===== src/hdl/psw_pkg.sv =====
`timescale 1ns / 1ps
// psw_pkg: shared types and constants for the packed symbol word unpacker
// no dependencies

package psw_pkg;

  // configuration register indexes
  localparam logic [1:0] CFG_WORD_BITS     = 2'd0;
  localparam logic [1:0] CFG_WIDE_ALPHABET = 2'd1;
  localparam logic [1:0] CFG_FIXED_LENGTH  = 2'd2;

  localparam int CFG_IDX_W  = 2;
  localparam int CFG_DATA_W = 8;
  localparam int WB_W       = 7;  // word_bits register width
  localparam int PER_W      = 5;  // symbols per word, at most 21
  localparam int SYM_W      = 5;

  localparam logic [WB_W-1:0]  WORD_BITS_RST = 7'd64;
  localparam logic [SYM_W-1:0] MASK_NARROW   = 5'h07;
  localparam logic [SYM_W-1:0] MASK_WIDE     = 5'h1f;
  localparam logic [2:0]       SYM_NARROW    = 3'd3;
  localparam logic [2:0]       SYM_WIDE      = 3'd5;

  // per-word control that travels through the queue with the word
  typedef struct packed {
    logic             wide;
    logic [7:0]       fixed_len;
    logic [PER_W-1:0] per;
  } ctl_t;

  localparam int CTL_W = $bits(ctl_t);

  // one result
  typedef struct packed {
    logic [SYM_W-1:0] value;
    logic             present;
    logic             eos;
    logic             last;
  } res_t;

endpackage


===== src/hdl/packed_symbol_word_unpacker.sv =====
`timescale 1ns / 1ps
// packed_symbol_word_unpacker: top level, front + queue + back
// depends on psw_pkg, psw_front, psw_queue, psw_back

// Unpacks one packed word into 3-bit or 5-bit symbols, most significant
// symbol first. The front latches configuration, masks each word to
// word_bits, works out the number of symbol slots and drops words that are
// narrower than one symbol; a two-entry queue then decouples it from the
// back, which steps through the slots one per cycle unless the output
// stalls. In fixed-length mode the back tracks the symbols left in the
// signature and flags the last one; in variable mode all-ones slots are
// skipped, zero gives a bare terminator and other values come out minus
// one. The back handles a word by load, the walk over its slots and
// close-out. The last result of a word is held back one slot so its
// last_of_word flag can be set once no further result follows.
// Configuration writes are always ready and take effect on the next word.

module packed_symbol_word_unpacker #(
  parameter int MAX_WORD_BITS = 64
) (
  input  logic                            clk,
  input  logic                            rst_n,
  // configuration write port
  input  logic                            cfg_valid,
  output logic                            cfg_ready,
  input  logic [psw_pkg::CFG_IDX_W-1:0]   cfg_index,
  input  logic [psw_pkg::CFG_DATA_W-1:0]  cfg_data,
  // input words
  input  logic                            in_valid,
  output logic                            in_stall,
  input  logic [MAX_WORD_BITS-1:0]        in_packed_word,
  // results
  output logic                            out_valid,
  input  logic                            out_stall,
  output logic [psw_pkg::SYM_W-1:0]       out_symbol_value,
  output logic                            out_symbol_present,
  output logic                            out_end_of_signature,
  output logic                            out_last_of_word
);
  import psw_pkg::*;

  localparam int Q_W = CTL_W + MAX_WORD_BITS;

  logic                     q_full;
  logic                     q_empty;
  logic                     q_push;
  logic                     q_pop;
  logic [MAX_WORD_BITS-1:0] f_word;
  ctl_t                     f_ctl;
  logic [Q_W-1:0]           q_rd;
  ctl_t                     b_ctl;
  res_t                     res;

  // front: config, accept, mask, slot count
  psw_front #(
    .MAX_WORD_BITS(MAX_WORD_BITS)
  ) u_front (
    .clk            (clk),
    .rst_n          (rst_n),
    .cfg_valid      (cfg_valid),
    .cfg_ready      (cfg_ready),
    .cfg_index      (cfg_index),
    .cfg_data       (cfg_data),
    .in_valid       (in_valid),
    .in_stall       (in_stall),
    .in_packed_word (in_packed_word),
    .q_full         (q_full),
    .q_push         (q_push),
    .q_word         (f_word),
    .q_ctl          (f_ctl)
  );

  // word queue, control bits travel alongside the masked word
  psw_queue #(
    .DATA_W(Q_W)
  ) u_queue (
    .clk       (clk),
    .rst_n     (rst_n),
    .push      (q_push),
    .push_data ({f_ctl, f_word}),
    .full      (q_full),
    .pop       (q_pop),
    .empty     (q_empty),
    .pop_data  (q_rd)
  );

  assign b_ctl = q_rd[Q_W-1:MAX_WORD_BITS];

  // back: slot walk, signature tracking, output register
  psw_back #(
    .MAX_WORD_BITS(MAX_WORD_BITS)
  ) u_back (
    .clk       (clk),
    .rst_n     (rst_n),
    .q_empty   (q_empty),
    .q_pop     (q_pop),
    .q_word    (q_rd[MAX_WORD_BITS-1:0]),
    .q_ctl     (b_ctl),
    .out_valid (out_valid),
    .out_stall (out_stall),
    .out_res   (res)
  );

  assign out_symbol_value     = res.value;
  assign out_symbol_present   = res.present;
  assign out_end_of_signature = res.eos;
  assign out_last_of_word     = res.last;

endmodule


===== src/hdl/psw_front.sv =====
`timescale 1ns / 1ps
// psw_front: configuration registers, word accept, masking and slot count
// depends on psw_pkg

module psw_front #(
  parameter int MAX_WORD_BITS = 64
) (
  input  logic                            clk,
  input  logic                            rst_n,
  input  logic                            cfg_valid,
  output logic                            cfg_ready,
  input  logic [psw_pkg::CFG_IDX_W-1:0]   cfg_index,
  input  logic [psw_pkg::CFG_DATA_W-1:0]  cfg_data,
  input  logic                            in_valid,
  output logic                            in_stall,
  input  logic [MAX_WORD_BITS-1:0]        in_packed_word,
  input  logic                            q_full,
  output logic                            q_push,
  output logic [MAX_WORD_BITS-1:0]        q_word,
  output psw_pkg::ctl_t                   q_ctl
);
  import psw_pkg::*;

  logic [WB_W-1:0]          word_bits_r;
  logic                     wide_r;
  logic [7:0]               fixed_len_r;
  logic [WB_W-1:0]          wb_cl;
  logic [2:0]               sym_w;
  logic                     usable;
  logic [12:0]              prod3;
  logic [14:0]              prod5;
  logic [MAX_WORD_BITS-1:0] wmask;

  assign cfg_ready = 1'b1;

  always_ff @(posedge clk) begin
    if (!rst_n) begin
      word_bits_r <= WORD_BITS_RST;
      wide_r      <= 1'b0;
      fixed_len_r <= 8'd0;
    end else if (cfg_valid) begin
      case (cfg_index)
        CFG_WORD_BITS:     word_bits_r <= cfg_data[WB_W-1:0];
        CFG_WIDE_ALPHABET: wide_r      <= cfg_data[0];
        CFG_FIXED_LENGTH:  fixed_len_r <= cfg_data;
        default: ;
      endcase
    end
  end

  always_comb begin
    wb_cl = (word_bits_r > WB_W'(MAX_WORD_BITS)) ? WB_W'(MAX_WORD_BITS) : word_bits_r;
    sym_w = wide_r ? SYM_WIDE : SYM_NARROW;
    usable = (wb_cl >= {4'd0, sym_w});
    // divide by 3 or 5 through a reciprocal, exact for widths up to 64
    prod3 = {6'd0, wb_cl} * 13'd43;
    prod5 = {8'd0, wb_cl} * 15'd205;
    for (int b = 0; b < MAX_WORD_BITS; b++) begin
      wmask[b] = (WB_W'(b) < wb_cl);
    end
  end

  assign in_stall         = q_full;
  assign q_push           = in_valid && !q_full && usable;
  assign q_word           = in_packed_word & wmask;
  assign q_ctl.wide       = wide_r;
  assign q_ctl.fixed_len  = fixed_len_r;
  assign q_ctl.per        = wide_r ? prod5[14:10] : prod3[11:7];

endmodule


===== src/hdl/psw_queue.sv =====
`timescale 1ns / 1ps
// psw_queue: two-entry queue between front and back
// no dependencies

module psw_queue #(
  parameter int DATA_W = 8
) (
  input  logic              clk,
  input  logic              rst_n,
  input  logic              push,
  input  logic [DATA_W-1:0] push_data,
  output logic              full,
  input  logic              pop,
  output logic              empty,
  output logic [DATA_W-1:0] pop_data
);

  logic [DATA_W-1:0] mem_r [2];
  logic              wr_ptr_r;
  logic              rd_ptr_r;
  logic [1:0]        cnt_r;

  assign full     = (cnt_r == 2'd2);
  assign empty    = (cnt_r == 2'd0);
  assign pop_data = mem_r[rd_ptr_r];

  always_ff @(posedge clk) begin
    if (push) begin
      mem_r[wr_ptr_r] <= push_data;
    end
  end

  always_ff @(posedge clk) begin
    if (!rst_n) begin
      wr_ptr_r <= 1'b0;
      rd_ptr_r <= 1'b0;
      cnt_r    <= 2'd0;
    end else begin
      if (push) wr_ptr_r <= !wr_ptr_r;
      if (pop)  rd_ptr_r <= !rd_ptr_r;
      cnt_r <= cnt_r + {1'b0, push} - {1'b0, pop};
    end
  end

endmodule


===== src/hdl/psw_back.sv =====
`timescale 1ns / 1ps
// psw_back: walks the symbol slots of a queued word, one slot a cycle unless the output stalls
// depends on psw_pkg

module psw_back #(
  parameter int MAX_WORD_BITS = 64
) (
  input  logic                      clk,
  input  logic                      rst_n,
  input  logic                      q_empty,
  output logic                      q_pop,
  input  logic [MAX_WORD_BITS-1:0]  q_word,
  input  psw_pkg::ctl_t             q_ctl,
  output logic                      out_valid,
  input  logic                      out_stall,
  output psw_pkg::res_t             out_res
);
  import psw_pkg::*;

  localparam int POS_W = $clog2(MAX_WORD_BITS);

  typedef enum logic [2:0] {
    ST_IDLE  = 3'b001,
    ST_RUN   = 3'b010,
    ST_DRAIN = 3'b100
  } state_t;

  state_t                   state_r, state_nxt;
  logic [MAX_WORD_BITS-1:0] word_r, word_nxt;
  logic                     wide_r, wide_nxt;
  logic                     fixed_r, fixed_nxt;
  logic [7:0]               rem_r, rem_nxt;
  logic [PER_W-1:0]         cnt_r, cnt_nxt;
  logic [POS_W-1:0]         pos_r, pos_nxt;
  res_t                     hold_r, hold_nxt;
  logic                     hold_v_r, hold_v_nxt;
  res_t                     out_r, out_nxt;
  logic                     out_v_r, out_v_nxt;

  logic [MAX_WORD_BITS-1:0] shifted;
  logic [SYM_W-1:0]         sym;
  logic [SYM_W-1:0]         smask;
  logic [2:0]               sym_w;
  logic                     emits;
  res_t                     cand;
  logic                     out_free;
  logic [7:0]               rem_ld;
  logic [PER_W-1:0]         n_ld;
  logic [PER_W-1:0]         n_m1;
  logic [6:0]               pos_full;

  assign out_valid = out_v_r;
  assign out_res   = out_r;

  always_comb begin
    out_free = !out_v_r || !out_stall;
    sym_w    = wide_r ? SYM_WIDE : SYM_NARROW;
    smask    = wide_r ? MASK_WIDE : MASK_NARROW;
    shifted  = word_r >> pos_r;
    sym      = wide_r ? shifted[4:0] : {2'b00, shifted[2:0]};
    emits    = fixed_r || (sym != smask);

    // candidate result for the current slot
    cand.last = 1'b0;
    if (fixed_r) begin
      cand.value   = sym;
      cand.present = 1'b1;
      cand.eos     = (rem_r == 8'd1);
    end else if (sym == '0) begin
      cand.value   = '0;
      cand.present = 1'b0;
      cand.eos     = 1'b1;
    end else begin
      cand.value   = sym - 5'd1;
      cand.present = 1'b1;
      cand.eos     = 1'b0;
    end

    // load-time slot count and starting bit position
    rem_ld   = (rem_r == 8'd0) ? q_ctl.fixed_len : rem_r;
    if (q_ctl.fixed_len != 8'd0 && {3'd0, q_ctl.per} > rem_ld) begin
      n_ld = rem_ld[PER_W-1:0];
    end else begin
      n_ld = q_ctl.per;
    end
    n_m1     = n_ld - 5'd1;
    pos_full = {2'b00, n_m1} * {4'd0, (q_ctl.wide ? SYM_WIDE : SYM_NARROW)};

    state_nxt  = state_r;
    word_nxt   = word_r;
    wide_nxt   = wide_r;
    fixed_nxt  = fixed_r;
    rem_nxt    = rem_r;
    cnt_nxt    = cnt_r;
    pos_nxt    = pos_r;
    hold_nxt   = hold_r;
    hold_v_nxt = hold_v_r;
    out_nxt    = out_r;
    out_v_nxt  = out_v_r && out_stall;
    q_pop      = 1'b0;

    case (state_r)
      ST_IDLE: begin
        if (!q_empty) begin
          q_pop     = 1'b1;
          word_nxt  = q_word;
          wide_nxt  = q_ctl.wide;
          fixed_nxt = (q_ctl.fixed_len != 8'd0);
          if (q_ctl.fixed_len != 8'd0) rem_nxt = rem_ld;
          cnt_nxt   = n_ld;
          pos_nxt   = pos_full[POS_W-1:0];
          state_nxt = ST_RUN;
        end
      end
      ST_RUN: begin
        // a new result pushes the held one out, so it needs a free output slot
        if (!(emits && hold_v_r && !out_free)) begin
          if (emits) begin
            if (hold_v_r) begin
              out_nxt   = hold_r;
              out_v_nxt = 1'b1;
            end
            hold_nxt   = cand;
            hold_v_nxt = 1'b1;
            if (fixed_r) rem_nxt = rem_r - 8'd1;
          end
          cnt_nxt = cnt_r - 5'd1;
          pos_nxt = pos_r - POS_W'(sym_w);
          if (cnt_r == 5'd1) state_nxt = ST_DRAIN;
        end
      end
      ST_DRAIN: begin
        if (!hold_v_r) begin
          state_nxt = ST_IDLE;
        end else if (out_free) begin
          out_nxt      = hold_r;
          out_nxt.last = 1'b1;
          out_v_nxt    = 1'b1;
          hold_v_nxt   = 1'b0;
          state_nxt    = ST_IDLE;
        end
      end
      default: state_nxt = ST_IDLE;
    endcase
  end

  always_ff @(posedge clk) begin
    if (!rst_n) begin
      state_r  <= ST_IDLE;
      rem_r    <= 8'd0;
      hold_v_r <= 1'b0;
      out_v_r  <= 1'b0;
    end else begin
      state_r  <= state_nxt;
      rem_r    <= rem_nxt;
      hold_v_r <= hold_v_nxt;
      out_v_r  <= out_v_nxt;
    end
  end

  always_ff @(posedge clk) begin
    word_r  <= word_nxt;
    wide_r  <= wide_nxt;
    fixed_r <= fixed_nxt;
    cnt_r   <= cnt_nxt;
    pos_r   <= pos_nxt;
    hold_r  <= hold_nxt;
    out_r   <= out_nxt;
  end

endmodule


===== config.mk =====
export PLATFORM = sky130hd
export DESIGN_NAME = packed_symbol_word_unpacker
export DESIGN_NICKNAME = d
export VERILOG_FILES = /design/src/hdl/psw_pkg.sv /design/src/hdl/packed_symbol_word_unpacker.sv /design/src/hdl/psw_front.sv /design/src/hdl/psw_queue.sv /design/src/hdl/psw_back.sv
export SDC_FILE = /design/constraint.sdc
export NUM_CORES = 1
export LEC_CHECK = 0
export BUFFER_PORTS_ARGS = -buffer_cell sky130_fd_sc_hd__buf_4
export CORE_MARGIN = 1.5
export CORE_UTILIZATION = 45
export DETAILED_ROUTE_END_ITERATION = 7
export HOLD_SLACK_MARGIN = 0.1
export PLACE_DENSITY_LB_ADDON = 0.08
export SLEW_MARGIN = 20
export SYNTH_ARGS = -nofsm -noshare
export SYNTH_HDL_FRONTEND = slang
export SYNTH_SLANG_ARGS = --single-unit

===== constraint.sdc =====
create_clock -name clk -period 14.7 [get_ports clk]
set_clock_uncertainty 0.1 [all_clocks]
set_input_delay 0.735 -clock clk [delete_from_list [all_inputs] [get_ports clk]]
set_output_delay 0.735 -clock clk [all_outputs]
set_load 0.005 [all_outputs]

==> results of run 1 <==
worst min path at each step:
stage / slack [ns] / endpoint / cells past startpoint
5_1_grt: 0.30 / u_front.fixed_len_r[7] / 3
4_1_cts: 0.29 / u_back.out_valid / 3
3_5_place_dp: 0.31 / u_back.out_res[6] / 0
2_1_floorplan: 0.30 / u_back.out_res[1] / 0
6_report: 0.31 / u_front.word_bits_r[6] / 3
3_3_place_gp: 0.30 / u_back.out_res[2] / 0
layout by cell type, fill, tap and decap left out, types with 6 or more instances in the layout:
master     count
a21boi_0      24
a21o_1         7
a21oi_1       70
a22oi_1       21
and2_1        16
buf_4        101
clkbuf_16     31
clkinv_2       6
dfxtp_1       33
edfxtp_1     248
fa_1          16
ha_1          87
inv_1         69
mux2_2        73
mux2i_1       44
mux4_2        56
nand2_1       61
nand2b_1      11
nand3_1       15
nor2_1        44
nor2b_1       44
nor3_1        18
o21a_1        31
o21ai_0       32
o21ai_1        7
o31ai_1        6
or2_2          7
xnor2_1       15
xor2_1        15
metrics by stage:
stage | total power, mW | utilization [%] | std cells
floorplan | 2.97 | - | 1232
global placement | 3.39 | 49.0 | 1724
finish | 4.16 | 52.0 | 1781
global route | 4.46 | 52.0 | 1781
CTS | 4.18 | 51.9 | 1780
detailed placement | 3.40 | 49.0 | 1724
sequential cells by signal, indices dropped and copies added, names as in the netlist, 2 cells and up, named ones only:
register             flops
u_queue.mem_r          156
u_back.hold_r            7
u_back.pos_r             6
u_back.cnt_r             5
u_back.state_r           3
u_queue.cnt_r            2
u_back.rem_r             8
u_back.word_r           64
u_back.out_res           8
u_front.fixed_len_r      8
u_front.word_bits_r      7
metal layers:
metal	vias up	routed length [um]	track usage [%]
li1	4802	-	-
met1	5083	18800	32.6
met2	271	17400	33.4
met3	39	1990	2.67
met4	0	721	4.42
met5	-	0	0
cell usage after synthesis, types with 11 or more instances:
cell type	number
a22oi_1	21
xnor2_1	15
mux2i_1	44
dfxtp_1	34
a21oi_1	70
and2_1	17
nor2_1	44
ha_1	87
mux2_2	73
a21boi_0	24
inv_1	69
nand3_1	15
edfxtp_1	248
o21ai_0	32
fa_1	16
nand2_1	61
xor2_1	15
mux4_2	56
o21a_1	31
nor3_1	19
clkbuf_1	37
nand2b_1	11
nor2b_1	45
worst max-delay path, stage by stage, from the launching register on:
cell       delay, ns
dfxtp_1         0.35
inv_1           0.12
ha_1            0.18
or4b_4          0.49
nor2_1          0.28
a21oi_1         0.27
ha_1            0.28
or3_1           0.35
a311oi_1        0.27
a21oi_1         0.20
and2_4          0.24
mux2i_2         0.35
xnor2_2         0.18
a2bb2oi_1       0.19
ha_1            0.28
ha_1            0.30
a21o_1          0.18
a21oi_1         0.16
xor2_1          0.48
xor2_1          0.13
a21oi_1         0.20
mux2i_1         0.09
a221oi_1        0.27
a22oi_1         0.10
where the power goes:
| group | switching, mW | total [mW] | internal, mW | leakage (nW) |
|---|---|---|---|---|
| logic | 1.09 | 2.05 | 0.956 | 3.80 |
| clock network | 0.319 | 0.767 | 0.447 | 0.501 |
| registers | 0.178 | 1.34 | 1.17 | 2.60 |
logic make-up (layout without fill, tap and decap cells):
group,count (synthesis),in the layout,synth area share [%]
adder cells (fa/ha/maj),103,103,8.79
AO/OA/AOI/OAI,250,250,10.4
AND/OR/NAND/NOR,253,253,8.46
multiplexers,178,178,16.3
flip-flops,282,282,50.7
XOR/XNOR,31,31,1.74
other,1,1,0.0234
buffers and inverters,134,228,3.57
area by class of cell:
type / instances / area share, %
Multi-Input combinational cell: 816 / 40.6
Sequential cell: 282 / 45.0
Tap cell: 455 / 3.15
Clock buffer: 40 / 4.75
Timing Repair Buffer: 102 / 4.27
Clock inverter: 16 / 0.851
Inverter: 70 / 1.45
==> impl_results.md, run 1 <==
- Post-CTS sizing: 0
- Leak: 6.91 nW
- Antenna cells: 0
- Fin Setup TNS: 0 ns
- Multi-input logic area: 7340 sq um
- CTS max path bufs: 3
- Placed wire-length estimate: 28,000 um
- Minimum clock period: 6.28 ns
- Yosys top cell area share: 46.5%
- Layout cell share with drive strength beyond 1: 23.6%
- R2R cell count: 23
- Crit. Startpoint: u_back.rem_r[0]
- First-pass detailed-route iteration total: 5
- Post-route ant nets: 0
- Top-Level Pins: 90
- Synth area leaders: edfxtp_1 (46%), mux4_2 (7.9%), ha_1 (6.8%)
- # Post-CTS Setup Buffers: 0
- Post-route cell area: 18,100 sq um
- Post-Syn Area: 16,000 sq um
- Syn_area_per_cell: 13.0 sq um
- WL final: 38,900 um
- Startpoint Class: register
- Num Clock Sinks: 282
- Worst IR Drop VDD: 0.201 mV
- Fin worst setup slack: 8.42 ns
- Vias post-DR: 10,200
- Status: finished, final reports clean
- Required @ worst endpoint: 14.91 ns
- Final-report hold violation count: 0
- Setup WS pre-CTS: 8.49 ns
- Number of flops mapped to enable cells by yosys: 248
- PortBufs: 88
- Number of remaining DRC errors: 0
- Number of DRC markers in iteration 0: 814
- Seq/Total Area, Yosys: 50.7%
- Max cap viols: 0
- Initial Util: 46.0%
- Post-DP Area: 17,100 sq um
- HP Start: cfg_data[6]
- Area delta synth->final: 12.9%
- Fill cells: 2,956
- Die ar.: 36,800 sq um
- Core area: 34,800 sq um
- Final Cycle Share: 42.7%
- Number of global-route vias before repair: 10,100
- Drt wl/cell: 21.8 um
- GRT overflow: 0
- Setup violations, final: 0
- WP data arrival: 6.49 ns
- Global-route wire length before repair: 60,200 um
- Global placement routability congestion: 0.849
- # rows: 68
- Ys flop type: edfxtp_1
- Crit end category: register
- Ys async rst share: 0%
- Highest Clock Rate: 159 MHz
- Root Buffer: clkbuf_16
- Slew headroom: 29.2%
- CTS HTree Levels: 1
- Reg area: 8130 sq um
- TritonCTS Buffers: 31
- Clk slew on worst S/H paths: 0.06 ns
- Netlist cell types: 82
- P per Cell Area: 230 nW/um^2
- RSZ-0062 raised after global routing: no
- Initial antenna violation count: 0
- Fin. max-slew vios: 0
- FF-to-FF End: u_back.pos_r[5]
- Cts hold-fix bufs: 0
- Die height: 192 um
- Mapped Nets: 1,414
- Crit path to: u_back.pos_r[5]
- # nets final: 1,485
- Largest area contributor in the netlist: edfxtp_1
- Worst r2r src: u_back.rem_r[0]
- Routed vias/inst: 5.72
- CTS tree: built
- Pin count of the biggest net entering global routing: 72
- Worst hold-check path type: primary input to register
- #FFs+latches synth: 282
- Worst hold slack: 0.309 ns
- FF-to-FF setup slack: 8.42 ns
- Post-Syn Instances: 1,232
- Global Route Usage Sum: 21.6%
- Least-Margin Pin Slew: 1.05 ns
- CP max FO: 11
- Synth Warn #: 0
- Worst setup path class: register to register
- Worst skew pair latency: 0.58 ns
- Die W: 192 um
Power figures use the tool's default switching activity.
==> run 2: changes to the inputs <==
- ABC_AREA: unset -> 1
- clock period: 14.7 -> 5.1 ns (I/O delays scaled with it)
==> impl_results.md, run 2 <==
- CTS max path bufs: 3
- GRT overflow: 0
- Most frequent cells in the layout: nand2_1 (498), edfxtp_1 (248), inv_1 (170)
- Global Route Usage Sum: 23.1%
- Post-Syn Area: 15,700 sq um
- Minimum clock period: 4.67 ns
- Post-Syn Instances: 1,720
- Worst setup path class: register to register
- Crit end category: register
- Num Clock Sinks: 282
- Status: finished, final reports clean
- Slew headroom: 35.4%
- Global placement routability congestion: 0.899
- Non-Filler Instances: 2,370
- # Post-CTS Setup Buffers: 0
- Worst hold-check path type: primary input to register
- Count leader, synth: nand2_1
- Antenna cells: 0
- Syn_area_per_cell: 9.15 sq um
- Initial antenna violation count: 0
- Reg power frac: 33.2%
- WP buf/inv: 7
- CP max FO: 7
- Core area: 34,500 sq um
- CTS tree: built
- Routed vias/inst: 5.18
- Highest Clock Rate: 214 MHz
- Root Buffer: clkbuf_16
- Number of remaining DRC errors: 0
- Ys flop type: edfxtp_1
- Worst IR Drop VDD: 0.317 mV
- P per Cell Area: 584 nW/um^2
- Clk slew on worst S/H paths: 0.06 ns
- Commonest non-fill, non-tap cell in the layout: nand2_1
- Die height: 190 um
- Placed Cells: 2,230
- CP top delay family: adder cells
- Largest Register: u_queue.mem_r
- Max cap viols: 0
- Netlist cell types: 52
- TritonCTS Buffers: 30
- # nets final: 2,073
- Final Cycle Share: 91.6%
- Leak: 8.21 nW
- Combinational fraction of design power: 48.1%
- Global-route wire length before repair: 64,700 um
- Top-Level Pins: 90
- Pin count of the biggest net entering global routing: 70
- Max reg flops: 156
- WL final: 41,100 um
- Required @ worst endpoint: 5.40 ns
- Number of DRC markers in iteration 0: 998
- Vias post-DR: 12,300
- Placed wire-length estimate: 29,300 um
- Synth area leaders: edfxtp_1 (47%), nand2_1 (12%), ha_1 (6.9%)
- Sw frac: 42.6%
- Drt wl/cell: 17.3 um
- Layout cell share with drive strength beyond 1: 11.6%
- P_int: 6.27 mW
- P_sw: 4.66 mW
- Number of global-route vias before repair: 11,800
- Mapped Nets: 1,902
- Commonest cells in the netlist: nand2_1 (498), edfxtp_1 (248), inv_1 (170), o21ai_0 (157), nor2_1 (123)
- #FFs+latches synth: 282
- WP data arrival: 4.97 ns
- Least-Margin Pin Slew: 0.961 ns
- Seq/Total Area, Yosys: 51.6%
- RSZ-0062 raised after global routing: no
- Synth Warn #: 0
- Number of flops mapped to enable cells by yosys: 248
- CTS HTree Levels: 1
- PortBufs: 88
- Max stage delay cell, worst path: fa_1
- Setup violations, final: 0
- Fin Setup TNS: 0 ns
- Yosys top cell area share: 47.3%
- Area delta synth->final: 19.0%
- Fin. max-slew vios: 0
- Initial Util: 45.7%
- Final-report hold violation count: 0
- Die ar.: 36,100 sq um
- Clock power frac: 18.6%
- First-pass detailed-route iteration total: 6
- Die W: 190 um
- Post-route ant nets: 0
- Most frequent CP cell: inv_1
- Top Registers: u_queue.mem_r: 156 flops, u_back.word_r: 64 flops
- Largest area contributor in the netlist: edfxtp_1
- # rows: 68
- Crit-path max cell delay: 0.50 ns
- Startpoint Class: register
- Ys async rst share: 0%
- Worst skew pair latency: 0.56 ns
run 2: cell count changes in the layout (fill, tap and decap cells not counted), sizes merged, moves of 19 or more:
cell         previous run  this run
o21ai                  39       171
a22oi                  22         3
mux2                   74         0
mux2i                  46        13
nand3                  15        69
nand2                  61       518
a21boi                 25         3
o21a                   31         4
dlygate4sd3             0        84
mux4                   58         0
nor2b                  45         0
inv                    73       178
nor2                   44       132
run 2: logic make-up after synthesis:
kind of cell	count (synthesis)	share of synthesized area (%)
buffers and inverters	242	6.34
muxes	13	0.827
DFF	282	51.6
other	1	0.0238
adders and majority gates	103	8.95
and+or+nand+nor	771	21.0
xor gates and xnor gates	17	0.946
AOI/OAI and AO/OA	291	10.2
run 2: worst reg2reg max path: stages, from the launching register on:
cell     delay [ns]
dfxtp_1        0.31
inv_1          0.17
nand2_1        0.18
inv_1          0.22
ha_1           0.23
inv_1          0.07
fa_1           0.50
inv_1          0.05
ha_1           0.31
fa_1           0.46
ha_1           0.32
a21oi_1        0.12
o21ai_0        0.09
nor2_1         0.23
nor2_1         0.09
nor2_1         0.09
inv_1          0.05
nand2_1        0.05
inv_1          0.05
o21ai_0        0.23
nand2_1        0.10
nand2_1        0.07
inv_1          0.05
o21ai_0        0.14
nand2_1        0.07
o22ai_1        0.15
run 2: what timing repair did:
item,in CTS,in global routing
resized for setup,0,1
hold buffers,84,0
setup endpoints to repair,0,2
hold endpoints to repair,153,0
run 2: layer usage:
layer | vias up | GRT usage, % | share of wire (%)
li1 | 6123 | - | -
met4 | 0 | 5.89 | 1.9
met5 | - | 0 | 0
met2 | 348 | 37.2 | 45
met1 | 5747 | 33.2 | 47
met3 | 52 | 2.73 | 5.4
run 2: worst paths after layout:
kind	startpoint	end	slack, ns	cells after the start
worst max-delay path	u_front.word_bits_r[6]	u_queue.mem_r[0][68]	0.43	25
worst min-delay path	in_valid	u_queue.wr_ptr_r	0.25	4
worst max register to register	u_front.word_bits_r[6]	u_queue.mem_r[0][68]	0.43	25
worst min register to register	u_back.hold_r[7]	u_back.out_res[7]	0.31	0
run 2: through the flow:
stage                     setup WS [ns]  cell area (sq um)  total power [mW]  util, %  hold slack (ns)
after CTS                         0.374              18700              11.0     54.3            0.244
after detailed placement          0.393              17000              8.91     49.2            0.306
after global placement            0.552              17000              8.86     49.2            0.302
after global routing             0.0774              18700              11.8     54.3            0.299
after floorplan                   0.455              15700              7.58        -            0.285
final                             0.429              18700              10.9     54.3            0.254
run 2: area by class of cell:
class / instances / area (sq um)
Fill cell: 3096 / 15700
Sequential cell: 282 / 8130
Multi-Input combinational cell: 1196 / 6640
Timing Repair Buffer: 202 / 1790
Clock buffer: 41 / 802
Inverter: 179 / 672
Tap cell: 455 / 569
Clock inverter: 15 / 119
run 2: power groups by stage:
stage / Sequential [mW] / Clock, mW / Combinational (mW)
final: 3.63 / 2.04 / 5.26
after global routing: 3.69 / 2.17 / 5.96
after CTS: 3.63 / 2.09 / 5.29
after detailed placement: 3.68 / 0 / 5.23
after global placement: 3.67 / 0 / 5.19
after floorplan: 3.55 / 0 / 4.03
==> run 3: changes to the inputs <==
- clock period: 5.1 -> 3.8 ns (I/O delays scaled with it)
==> impl_results.md, run 3 (same netlist as run 2, synthesis figures left out) <==
- Fin Setup TNS: -2.06 ns
- Routed vias/inst: 5.13
- Final Cycle Share: 107%
- Global placement routability congestion: 0.925
- Slew headroom: 36.2%
- WP data arrival: 4.26 ns
- Die ar.: 36,100 sq um
- Final-report hold violation count: 0
- Leak: 9.09 nW
- Global-route wire length before repair: 67,800 um
- Fin worst setup slack: -0.283 ns
- Required @ worst endpoint: 3.98 ns
- Max stage delay cell, worst path: dfxtp_2
- Largest Register: u_queue.mem_r
- WL final: 43,400 um
- Root Buffer: clkbuf_16
- Setup WS pre-CTS: -0.457 ns
- Max cap viols: 0
- Most frequent CP cell: ha_4
- Core area: 34,500 sq um
- CTS HTree Levels: 2
- CTS max path bufs: 3
- Initial Util: 45.7%
- Layout cell share with drive strength beyond 1: 22.8%
- Num Clock Sinks: 282
- Drt wl/cell: 17.2 um
- Worst setup path class: register to register
- # rows: 68
- Pin count of the biggest net entering global routing: 70
- Startpoint Class: register
- Minimum clock period: 4.08 ns
- GRT overflow: 0
- Least-Margin Pin Slew: 0.957 ns
- Setup violations, final: 11
- Highest Clock Rate: 245 MHz
- # nets final: 2,222
- Failing checks: negative setup slack
- Commonest non-fill, non-tap cell in the layout: nand2_1
- Number of DRC markers in iteration 0: 1,077
- P per Cell Area: 853 nW/um^2
- Antenna cells: 0
- Placed wire-length estimate: 30,000 um
- Worst skew pair latency: 0.54 ns
- Vias post-DR: 12,900
- RSZ-0062 raised after global routing: yes
- Crit end category: register
- Fill cells: 2,942
- Worst hold-check path type: primary input to register
- Post-route ant nets: 0
- Fin. max-slew vios: 0
- CTS tree: built
- Crit-path max cell delay: 0.32 ns
- Die height: 190 um
- Number of global-route vias before repair: 12,600
- Status: finished with violations
- Area delta synth->final: 31.1%
- Clk slew on worst S/H paths: 0.06 ns
- CP max FO: 6
- First-pass detailed-route iteration total: 5
- Die W: 190 um
- Number of remaining DRC errors: 0
- Worst IR Drop VDD: 0.577 mV
- Most frequent cells in the layout: nand2_1 (480), edfxtp_1 (248), buf_4 (246)
- Top Registers: u_queue.mem_r: 156 flops, u_back.word_r: 64 flops
- Top-Level Pins: 90
- TritonCTS Buffers: 34
- Global Route Usage Sum: 24.2%
- PortBufs: 88
- Max reg flops: 156
- Initial antenna violation count: 0
==> run 3: timing repair <==
item,in CTS,in global routing
hold buffers,86,0
buffers inserted,37,13
endpoints found under the hold margin,153,0
pin swaps,28,44
gates resized for setup,58,61
endpoints found under the setup margin,11,78
==> run 3: final timing paths <==
kind	start	endpoint	slack, ns	depth (start not counted)
worst max-delay path	u_back.rem_r[0]	u_back.pos_r[5]	-0.28	31
worst min-delay path	in_valid	u_queue.wr_ptr_r	0.15	4
worst max register to register	u_back.rem_r[0]	u_back.pos_r[5]	-0.28	31
worst min register to register	u_back.hold_r[1]	u_back.out_res[1]	0.32	0
==> run 3: power by group <==
| part | total (mW) | switching (mW) | internal [mW] |
|---|---|---|---|
| logic | 9.58 | 5.64 | 3.94 |
| clock network | 3.18 | 1.33 | 1.85 |
| registers | 4.84 | 0.350 | 4.49 |
==> run 3: layout make-up <==
cell class	instances	area, sq um	area share (%)
inverter	179	674	3.27
clock buffer	44	941	4.56
sequential	282	8140	39.4
timing repair buffer	347	2960	14.4
multi-input combinational	1196	7180	34.8
clock inverter	17	171	0.831
tap	455	569	2.76
==> run 3: per-layer routing <==
metal  track usage (%)  vias up  wire (um)  share of wire (%)
met5                 0        -          0                  0
met4              6.68        0        939                2.2
met3              3.06       61       1990                4.6
met2              39.4      352      20400                 47
met1              34.0     6097      20100                 46
li1                  -     6420          -                  -
==> run 3: through the flow <==
step	utilization, %	total power [mW]	instance area [sq um]	std cells	hold slack (ns)
global placement	51.8	12.7	17800	2333	0.303
finish	59.9	17.6	20600	2520	0.150
detailed placement	51.8	12.8	17800	2333	0.306
floorplan	-	10.3	15800	1720	0.220
global route	59.9	18.8	20600	2520	0.207
CTS	59.0	16.8	20300	2516	0.132
==> run 3: worst max-delay path: cells and delay by family, from the launching register on <==
family,cells,cell delay (ns)
buffers and inverters,7,0.58
xor gates and xnor gates,1,0.19
DFF,1,0.32
adders and majority gates,4,0.91
and+or+nand+nor,16,1.37
AOI/OAI and AO/OA,3,0.35
